===== config.mk =====
export PLATFORM = sky130hd
export DESIGN_NAME = one_shot_timer_slot_table
export DESIGN_NICKNAME = d
export VERILOG_FILES = /design/src/osts_pkg.sv /design/src/osts_tick_unit.sv /design/src/one_shot_timer_slot_table.sv
export SDC_FILE = /design/constraint.sdc
export NUM_CORES = 1
export LEC_CHECK = 0
export BUFFER_PORTS_ARGS = -buffer_cell sky130_fd_sc_hd__buf_2
export CAP_MARGIN = 0
export CORE_MARGIN = 3
export CORE_UTILIZATION = 40
export CTS_CLUSTER_SIZE = 14
export DETAILED_ROUTE_END_ITERATION = 12
export GPL_ROUTABILITY_DRIVEN = 0
export SLEW_MARGIN = 30
export SYNTH_ARGS = -nofsm -noshare
export SYNTH_HDL_FRONTEND = slang
export SYNTH_SLANG_ARGS = --single-unit

===== constraint.sdc =====
create_clock -name clk -period 6.5 [get_ports clk]
set_clock_uncertainty 0.1 [all_clocks]
set_input_delay 0.325 -clock clk [delete_from_list [all_inputs] [get_ports clk]]
set_output_delay 0.325 -clock clk [all_outputs]
set_load 0.02 [all_outputs]

===== src/osts_pkg.sv =====
// Shared types and constants for the one-shot timer slot table.
`default_nettype none

package osts_pkg;

    // Default number of timer slots
    localparam int SLOT_COUNT_DEF = 16;

    // Field widths
    localparam int TIME_W = 24;
    localparam int TAG_W  = 16;
    localparam int MASK_W = 16;
    localparam int SIDX_W = 4;

    localparam logic [TIME_W-1:0] TIME_MAX = {TIME_W{1'b1}};

    // Operation codes
    localparam logic [1:0] OP_PUSH  = 2'd0;
    localparam logic [1:0] OP_CLEAR = 2'd1;
    localparam logic [1:0] OP_TICK  = 2'd2;

    // Input item
    typedef struct packed {
        logic [1:0]        op;
        logic [TIME_W-1:0] duration;
        logic [TAG_W-1:0]  payload_tag;
        logic [TIME_W-1:0] elapsed;
    } cmd_t;

    // Result item
    typedef struct packed {
        logic              accepted;
        logic [SIDX_W-1:0] slot_index;
        logic [MASK_W-1:0] active_mask;
        logic [MASK_W-1:0] expired_mask;
    } result_t;

    // One memory word per slot
    typedef struct packed {
        logic [TIME_W-1:0] duration;
        logic [TAG_W-1:0]  tag;
        logic [TIME_W-1:0] elapsed;
    } slot_word_t;

    // Outcome of advancing one slot
    typedef struct packed {
        slot_word_t word;
        logic       expired;
    } tick_update_t;

endpackage

`default_nettype wire


===== src/osts_tick_unit.sv =====
// Advance one slot by a time step: saturating add and expiry compare.
`default_nettype none

module osts_tick_unit (
    input  osts_pkg::slot_word_t   word,
    input  logic [23:0]            step,
    output osts_pkg::tick_update_t upd
);
    import osts_pkg::*;

    logic [TIME_W:0]   sum;
    logic [TIME_W-1:0] sat;

    // Add with a carry bit, clamp at the top of the range
    assign sum = {1'b0, word.elapsed} + {1'b0, step};
    assign sat = sum[TIME_W] ? TIME_MAX : sum[TIME_W-1:0];

    // Write back the new elapsed time, keep duration and tag
    always_comb
    begin
        upd.word.duration = word.duration;
        upd.word.tag      = word.tag;
        upd.word.elapsed  = sat;
        upd.expired       = (sat >= word.duration);
    end

endmodule

`default_nettype wire


===== src/one_shot_timer_slot_table.sv =====
// Top level of the one-shot timer slot table.
`default_nettype none

// One item is taken when start is high and busy is low; its result shows on
// result for exactly one cycle with done high, and cannot be held off. A
// tick walks every slot through the single read port of the slot memory. A
// push scans the active bits one slot a cycle until it claims a free slot
// or finds the table full. Clear-all and the unused op code go straight to
// the report step. Duration, tag and elapsed time of each slot live in one
// memory with a registered read; active bits are flip-flops that reset
// clears, so no clearing pass is needed after reset.
module one_shot_timer_slot_table #(
    parameter int SLOT_COUNT = osts_pkg::SLOT_COUNT_DEF
) (
    input  logic              clk,
    input  logic              rst_n,
    input  logic              start,
    input  osts_pkg::cmd_t    cmd,
    output logic              busy,
    output logic              done,
    output osts_pkg::result_t result
);
    import osts_pkg::*;

    localparam int IDX_W = (SLOT_COUNT > 1) ? $clog2(SLOT_COUNT) : 1;
    localparam int SHOWN = (SLOT_COUNT < MASK_W) ? SLOT_COUNT : MASK_W;
    localparam logic [IDX_W-1:0] LAST_IDX = IDX_W'(SLOT_COUNT - 1);

    typedef enum logic [3:0] {
        S_IDLE   = 4'b0001,
        S_SCAN   = 4'b0010,
        S_TICK   = 4'b0100,
        S_REPORT = 4'b1000
    } state_t;

    state_t            state_reg, state_next;
    cmd_t              cmd_reg, cmd_next;
    logic [SLOT_COUNT-1:0] active_reg, active_next;
    logic [IDX_W-1:0]  idx_reg, idx_next;
    logic              issue_done_reg, issue_done_next;
    logic              rd_valid_reg, rd_valid_next;
    logic [IDX_W-1:0]  rd_idx_reg, rd_idx_next;
    logic              accepted_reg, accepted_next;
    logic [SIDX_W-1:0] index_reg, index_next;
    logic [MASK_W-1:0] expired_reg, expired_next;
    logic              done_reg, done_next;
    result_t           result_reg, result_next;
    logic [MASK_W-1:0] shown_mask;

    // Slot memory ports
    slot_word_t        mem [SLOT_COUNT];
    slot_word_t        rd_data_reg;
    logic              rd_en;
    logic [IDX_W-1:0]  rd_addr;
    logic              wr_en;
    logic [IDX_W-1:0]  wr_addr;
    slot_word_t        wr_data;
    tick_update_t      upd;

    // Advance the slot just read
    osts_tick_unit u_tick (
        .word (rd_data_reg),
        .step (cmd_reg.elapsed),
        .upd  (upd)
    );

    // Low slots as seen on the mask outputs
    always_comb
    begin
        shown_mask = '0;
        shown_mask[SHOWN-1:0] = active_reg[SHOWN-1:0];
    end

    // Sequence one item: scan for a free slot, walk the table on a tick, or clear all
    always_comb
    begin
        state_next      = state_reg;
        cmd_next        = cmd_reg;
        active_next     = active_reg;
        idx_next        = idx_reg;
        issue_done_next = issue_done_reg;
        rd_valid_next   = 1'b0;
        rd_idx_next     = rd_idx_reg;
        accepted_next   = accepted_reg;
        index_next      = index_reg;
        expired_next    = expired_reg;
        done_next       = 1'b0;
        result_next     = result_reg;
        rd_en           = 1'b0;
        rd_addr         = idx_reg;
        wr_en           = 1'b0;
        wr_addr         = idx_reg;
        wr_data         = upd.word;

        case (state_reg)
            S_IDLE:
            begin
                if (start)
                begin
                    cmd_next        = cmd;
                    idx_next        = '0;
                    issue_done_next = 1'b0;
                    accepted_next   = 1'b0;
                    index_next      = '0;
                    expired_next    = '0;
                    case (cmd.op)
                        OP_PUSH:  state_next = S_SCAN;
                        OP_TICK:  state_next = S_TICK;
                        OP_CLEAR:
                        begin
                            active_next = '0;
                            state_next  = S_REPORT;
                        end
                        default:  state_next = S_REPORT;
                    endcase
                end
            end

            S_SCAN:
            begin
                if (!active_reg[idx_reg])
                begin
                    // Claim this slot: store duration and tag, zero elapsed
                    wr_en                = 1'b1;
                    wr_addr              = idx_reg;
                    wr_data.duration     = cmd_reg.duration;
                    wr_data.tag          = cmd_reg.payload_tag;
                    wr_data.elapsed      = '0;
                    active_next[idx_reg] = 1'b1;
                    accepted_next        = 1'b1;
                    index_next           = SIDX_W'(idx_reg);
                    state_next           = S_REPORT;
                end
                else if (idx_reg == LAST_IDX)
                begin
                    state_next = S_REPORT;
                end
                else
                begin
                    idx_next = idx_reg + 1'b1;
                end
            end

            S_TICK:
            begin
                // Issue one read a cycle
                if (!issue_done_reg)
                begin
                    rd_en         = 1'b1;
                    rd_addr       = idx_reg;
                    rd_valid_next = 1'b1;
                    rd_idx_next   = idx_reg;
                    if (idx_reg == LAST_IDX)
                        issue_done_next = 1'b1;
                    else
                        idx_next = idx_reg + 1'b1;
                end
                // Write back the slot read last cycle; drop it when it expires
                if (rd_valid_reg && active_reg[rd_idx_reg])
                begin
                    wr_en   = 1'b1;
                    wr_addr = rd_idx_reg;
                    wr_data = upd.word;
                    if (upd.expired)
                    begin
                        active_next[rd_idx_reg] = 1'b0;
                        if (int'(rd_idx_reg) < MASK_W)
                            expired_next[SIDX_W'(rd_idx_reg)] = 1'b1;
                    end
                end
                if (rd_valid_reg && rd_idx_reg == LAST_IDX)
                    state_next = S_REPORT;
            end

            S_REPORT:
            begin
                result_next.accepted     = accepted_reg;
                result_next.slot_index   = index_reg;
                result_next.active_mask  = shown_mask;
                result_next.expired_mask = expired_reg;
                done_next                = 1'b1;
                state_next               = S_IDLE;
            end

            default:
            begin
                state_next = S_IDLE;
            end
        endcase
    end

    // Control registers
    always_ff @(posedge clk or negedge rst_n)
    begin
        if (!rst_n)
        begin
            state_reg      <= S_IDLE;
            active_reg     <= '0;
            idx_reg        <= '0;
            issue_done_reg <= 1'b0;
            rd_valid_reg   <= 1'b0;
            done_reg       <= 1'b0;
        end
        else
        begin
            state_reg      <= state_next;
            active_reg     <= active_next;
            idx_reg        <= idx_next;
            issue_done_reg <= issue_done_next;
            rd_valid_reg   <= rd_valid_next;
            done_reg       <= done_next;
        end
    end

    // Payload registers
    always_ff @(posedge clk)
    begin
        cmd_reg      <= cmd_next;
        rd_idx_reg   <= rd_idx_next;
        accepted_reg <= accepted_next;
        index_reg    <= index_next;
        expired_reg  <= expired_next;
        result_reg   <= result_next;
    end

    // Slot memory: one write and one registered read per cycle
    always_ff @(posedge clk)
    begin
        if (wr_en)
            mem[wr_addr] <= wr_data;
        if (rd_en)
            rd_data_reg <= mem[rd_addr];
    end

    assign busy   = (state_reg != S_IDLE);
    assign done   = done_reg;
    assign result = result_reg;

    // A taken item makes the block busy
    assert property (@(posedge clk) disable iff (!rst_n)
        (start && !busy) |=> busy)
        else $error("item taken but block not busy");

    // A result follows the report step only
    assert property (@(posedge clk) disable iff (!rst_n)
        done |-> $past(state_reg == S_REPORT))
        else $error("result strobe outside report");

    // Read data is only in flight during a tick walk
    assert property (@(posedge clk) disable iff (!rst_n)
        rd_valid_reg |-> (state_reg == S_TICK))
        else $error("slot read outside tick walk");

    // An expired slot is no longer active
    assert property (@(posedge clk) disable iff (!rst_n)
        done |-> ((result.expired_mask & result.active_mask) == '0))
        else $error("slot both expired and active");

endmodule

`default_nettype wire


==> flow_summary.toml, run 1 <==
[timing]
period_needed_ns = 5.98
worst_pin_slew_ns = 0.986
relSlewSlack_pct = 34.1
post-route-period-util_pct = 92.0
final.setup.tns_ns = 0
finalHoldViolCount = 0
drv_slew = 0
rsz0062_at_grt = "false"
fmax_ghz = 0.167
setup_viol = 0

[critical_path]
cp_max_fo = 18
cp_num_cells = 16
crit_chain = "ha_1 > fa_1 > a211oi_1 > o21ai_1 > a32oi_1 > o21bai_1 > a21boi_2 > o21ai_0 > ha_1 > nand4_1 > nor4_1 > a211oi_1 > o31a_1 > buf_4 > a2111oi_0 > mux2_2"
rr_worst_depth = 16
crit_type = "flip-flop to flip-flop"
cp-start-kind = "flip-flop"
crit_path_top_delay_cell = "a21boi_2"
worst-path-buf-inv = 1
cp-endpoint = "active_reg[15]"
crit_arrival_ns = 6.42
cp-end-kind = "flip-flop"
startpoint = "cmd_reg[0]"
crit-reg2reg-launch = "cmd_reg[0]"
r2r_slack_ns = 0.52
cp.required_ns = 6.94
critical-path-max-stage-delay_ns = 0.73
crit_family = "compound AO/OA/AOI/OAI gates"
regToRegEndpoint = "active_reg[15]"

[clock_network]
clock_sinks = 953
cts-resized-gates = 0
cts_tree = "done"
htree_levels = 3
clock_latency_ns = 0.66
clk_pin_slew_ns = 0.06
cts_hold_buf = 53
numCtsBuffers = 101
cts_root_buf = "clkbuf_16"
post_cts_buffers = 0
clockBufferDepth = 3

[layout]
final_common_cell = "edfxtp_1"
num-fill-cells = 7822
drive_gt1_share_pct = 27.8
largest_register_ffs = 768
multi_input_area_um2 = 9350
seq_area_um2 = 28500
final_util_pct = 47.4
fin_cells = 3449
syn_to_final_growth_pct = 16.7
nets = 2236
layout_common_cells = "926 x edfxtp_1, 247 x mux4_2, 105 x clkbuf_16, 104 x nand2_1, 92 x buf_2"
antennaDiodeCount = 0

[route]
dr.max_layer_used = "met4"
wl_met1_um = 39700
num_vias = 19428
wl_per_cell_um = 26.6
first_pass_iters = 5
drc_errors = 0
final_antenna_net_count = 0
wl_met3_um = 5750
dr_wl_met2_um = 44400
drtIter0Drc = 2048
via_per_inst = 5.63
drt-total-wl_um = 91600

[logic_synthesis]
synth_top_family_by_area = "multiplexers"
syn-num-nets = 2019
ys.flop_type = "edfxtp_1"
synth-compound-area-share_pct = 3.35
synthArstFlopShare_pct = 2.83
synth_area_um2 = 38100
yosys_register_bits = 953
synth.avg_cell_area_um2 = 20.1
synthTopCellsByArea = "edfxtp_1 73%, mux4_2 15%, dfrtp_1 1.7%"
synthSimpleGateAreaFrac_pct = 3.43
synth_xor_area_share_pct = 0.344
ys_warn_count = 0
ys_seq_area_share_pct = 74.7
synth_largest_area_cell = "edfxtp_1"
synth_edf_count = 926
post-synth-top-area-fraction_pct = 72.9
synth_cells = 1897
yosys.area_share.adder_pct = 1.76
muxShareOfSynthArea_pct = 15.0
synth_cell_types = 67

[run_status]
status = "completed"

[global_routing]
grt_pass1_wl_um = 136000
grt_antenna_before_repair = 3
grt_overflow_total = 0
grt_pass1_vias = 20025
grt_use_total_pct = 18.8
grt_start_max_net_pins = 104

[place]
post-place-cells = 3211
port_buffers = 91
hpwl_um = 51200

[flow_run]
maxCapViolations = 0

[min_path]
hold_class = "primary input to async pin"

[power]
power.density_nw_per_um2 = 351
ir_worst_vdd_uv = 284
finalPower_w = 0.0156
leakage_nw = 14.2

[die]
placementRows = 112
ios = 108
start_util_pct = 40.6
dieHeight_um = 315
die_x_um = 315
die-area_um2 = 99100
coreArea_um2 = 93900
worst reg2reg max path, stage by stage, from the launching register on:
cell	delay, ns
edfxtp_1	0.38
ha_1	0.24
fa_1	0.50
a211oi_1	0.37
o21ai_1	0.19
a32oi_1	0.34
o21bai_1	0.22
a21boi_2	0.73
o21ai_0	0.40
ha_1	0.42
nand4_1	0.13
nor4_1	0.32
a211oi_1	0.12
o31a_1	0.31
buf_4	0.21
a2111oi_0	0.50
mux2_2	0.38
layout make-up:
cell class | instances | share of cell area (%)
clock buffers | 130 | 6.14
repair buffers | 208 | 3.74
clock inverters | 54 | 1.26
flip-flops and latches | 953 | 64.0
multi-input cells | 811 | 21.0
well taps | 1254 | 3.52
inverters | 39 | 0.334
where the power goes:
| part | switching (W) | internal, W |
|---|---|---|
| sequential | 0.000173 | 0.00743 |
| clock | 0.00230 | 0.00339 |
| combinational | 0.00141 | 0.000919 |
synth_stat cells (5+ instances only):
cell	number
xnor2_1	6
clkbuf_1	50
and3_1	7
nand2b_1	5
mux2i_1	9
a21o_1	11
nand4_1	8
o211ai_1	14
edfxtp_1	926
dfrtp_1	26
a21oi_1	64
and2_1	8
nand2_1	104
nor2b_1	15
ha_1	52
buf_1	17
o21ai_1	12
nor2_1	69
nor3_1	9
nand3_1	17
a31oi_1	13
mux4_2	247
xor2_1	9
inv_1	37
buf_2	20
nor4_1	19
o21ai_0	50
per-layer routing:
metal  global-route usage, %  up-vias
met2                    30.3      667
li1                        -     8280
met3                    2.64      112
met1                    27.0    10369
met5                       0        -
met4                    4.92        0
worst min-delay path by stage:
stage | start | to | slack (ns) | cells after the start
global placement | rst_n | active_reg[5] | 0.28 | 1
global route | rst_n | active_reg[0] | 0.18 | 2
floorplan | rst_n | active_reg[0] | -0.07 | 0
detailed placement | rst_n | active_reg[5] | 0.28 | 1
finish | rst_n | active_reg[2] | 0.13 | 2
CTS | rst_n | active_reg[2] | 0.11 | 2
cells by family after synthesis:
family	after synthesis
multiplexers	260
buffers and inverters	133
flip-flops	953
adder cells (fa/ha/maj)	53
AND/OR/NAND/NOR	276
AO/OA/AOI/OAI	207
XOR/XNOR	15
metrics by stage:
stage	instance area, µm²	hold slack [ns]	setup WS, ns
after detailed placement	40600	0.276	0.650
after global placement	40400	0.278	0.862
final	44500	0.126	0.521
after global routing	44500	0.184	0.151
after floorplan	38100	-0.0706	1.44
after CTS	44400	0.111	0.624
(Power assumes the default switching activity.)
==> run 2, diff against run 1 <==
clock period = 7.5 ns   (was 6.5 ns; I/O delays follow)
==> flow_summary.toml, run 2 (same netlist as run 1, synthesis figures left out) <==
[global_routing]
grt_overflow_total = 0
grt_use_total_pct = 18.4
grt_pass1_wl_um = 134000
grt_pass1_vias = 20041
grt_start_max_net_pins = 68
grt_antenna_before_repair = 3

[clock_network]
clock_latency_ns = 0.68
htree_levels = 3
cts_root_buf = "clkbuf_16"
cts_tree = "done"
post_cts_buffers = 0
clk_pin_slew_ns = 0.06
clock_sinks = 953
clockBufferDepth = 3
numCtsBuffers = 97

[die]
start_util_pct = 40.6
die-area_um2 = 99100
dieHeight_um = 315
ios = 108
die_x_um = 315
placementRows = 112
coreArea_um2 = 93900

[layout]
drive_gt1_share_pct = 27.6
final_common_cell = "edfxtp_1"
final_util_pct = 47.1
antennaDiodeCount = 0
fin_cells = 3433
finalInstanceArea_um2 = 44200
layout_common_cells = "926 x edfxtp_1, 247 x mux4_2, 104 x nand2_1, 97 x clkbuf_16, 91 x buf_2"
num-fill-cells = 7822
nets = 2225
syn_to_final_growth_pct = 16.0
largest_register_ffs = 768

[critical_path]
crit_family = "compound AO/OA/AOI/OAI gates"
crit_chain = "ha_1 > fa_1 > a211oi_1 > o21ai_1 > a32oi_1 > o21bai_1 > a21bo_2 > nor4_1 > nor2_1 > ha_1 > nand2_1 > o21ai_0 > a211o_1 > a211oi_1 > o31a_1 > o21a_1 > nor2_2"
cp_max_fo = 16
cp.required_ns = 7.69
crit_type = "flip-flop to flip-flop"
cp_num_cells = 17
cp-start-kind = "flip-flop"
startpoint = "cmd_reg[0]"
crit-reg2reg-launch = "cmd_reg[0]"
crit_arrival_ns = 6.01
crit_path_top_delay_cell = "nor2_2"
rr_worst_depth = 17
cp-end-kind = "flip-flop"
worst-path-buf-inv = 0
critical-path-max-stage-delay_ns = 0.70

[timing]
setup_viol = 0
period_needed_ns = 5.82
worst_pin_slew_ns = 1.03
final.setup.tns_ns = 0
relSlewSlack_pct = 31.6
rsz0062_at_grt = "false"
fmax_ghz = 0.172
finalHoldViolCount = 0
post-route-period-util_pct = 77.6
drv_slew = 0

[route]
num_vias = 19273
drc_errors = 0
drtIter0Drc = 1835
first_pass_iters = 5
via_per_inst = 5.61
drt-total-wl_um = 90300
final_antenna_net_count = 0
wl_per_cell_um = 26.3

[power]
leakage_nw = 14.0
power.density_nw_per_um2 = 302
finalPower_w = 0.0134
ir_worst_vdd_uv = 247

[min_path]
hold_class = "primary input to async pin"

[place]
post-place-cells = 3205
port_buffers = 91
hpwl_um = 48900
place_area_um2 = 40500

[run_status]
status = "completed"

[flow_run]
maxCapViolations = 0
==> run 2: final cells by class <==
cell class	count	area, µm²	area share (%)
Clock inverter	55	613	1.39
Sequential cell	953	28500	64.4
Clock buffer	120	2520	5.71
Tap cell	1254	1570	3.55
Timing Repair Buffer	201	1530	3.46
Multi-Input combinational cell	811	9350	21.1
Inverter	39	149	0.337
==> run 2: per-stage QoR <==
stage | setup slack, ns | hold slack (ns)
after floorplan | 2.44 | -0.0206
final | 1.68 | 0.163
after global routing | 1.27 | 0.217
after CTS | 1.75 | 0.142
after detailed placement | 1.78 | 0.315
after global placement | 1.46 | 0.317
==> run 2: power by group <==
group / total, W / internal, W / switching [W]
Combinational: 0.00202 / 0.000789 / 0.00123
Clock: 0.00475 / 0.00275 / 0.00201
Sequential: 0.00658 / 0.00644 / 0.000142
==> run 2: path summary, 6_finish.rpt <==
path / endpoint / slack (ns)
worst max-delay path: expired_reg[6] / 1.68
worst min-delay path: active_reg[7] / 0.16
worst max register to register: expired_reg[6] / 1.68
worst min register to register: result[36] / 0.33
max in group asynchronous: idx_reg[0] / 6.64
min in group clk: cmd_reg[20] / 0.31
==> run 2: what timing repair did <==
item,CTS,global route
resized for setup,0,0
hold buffers,53,0
endpoints found under the hold margin,79,0
==> run 2: metal layers <==
layer,up-vias,routed length [µm],global-route usage [%]
met2,620,44900,30.7
met1,10299,38800,25.8
li1,8239,-,-
met3,115,4940,2.78
met5,-,0,0
met4,0,1640,4.17
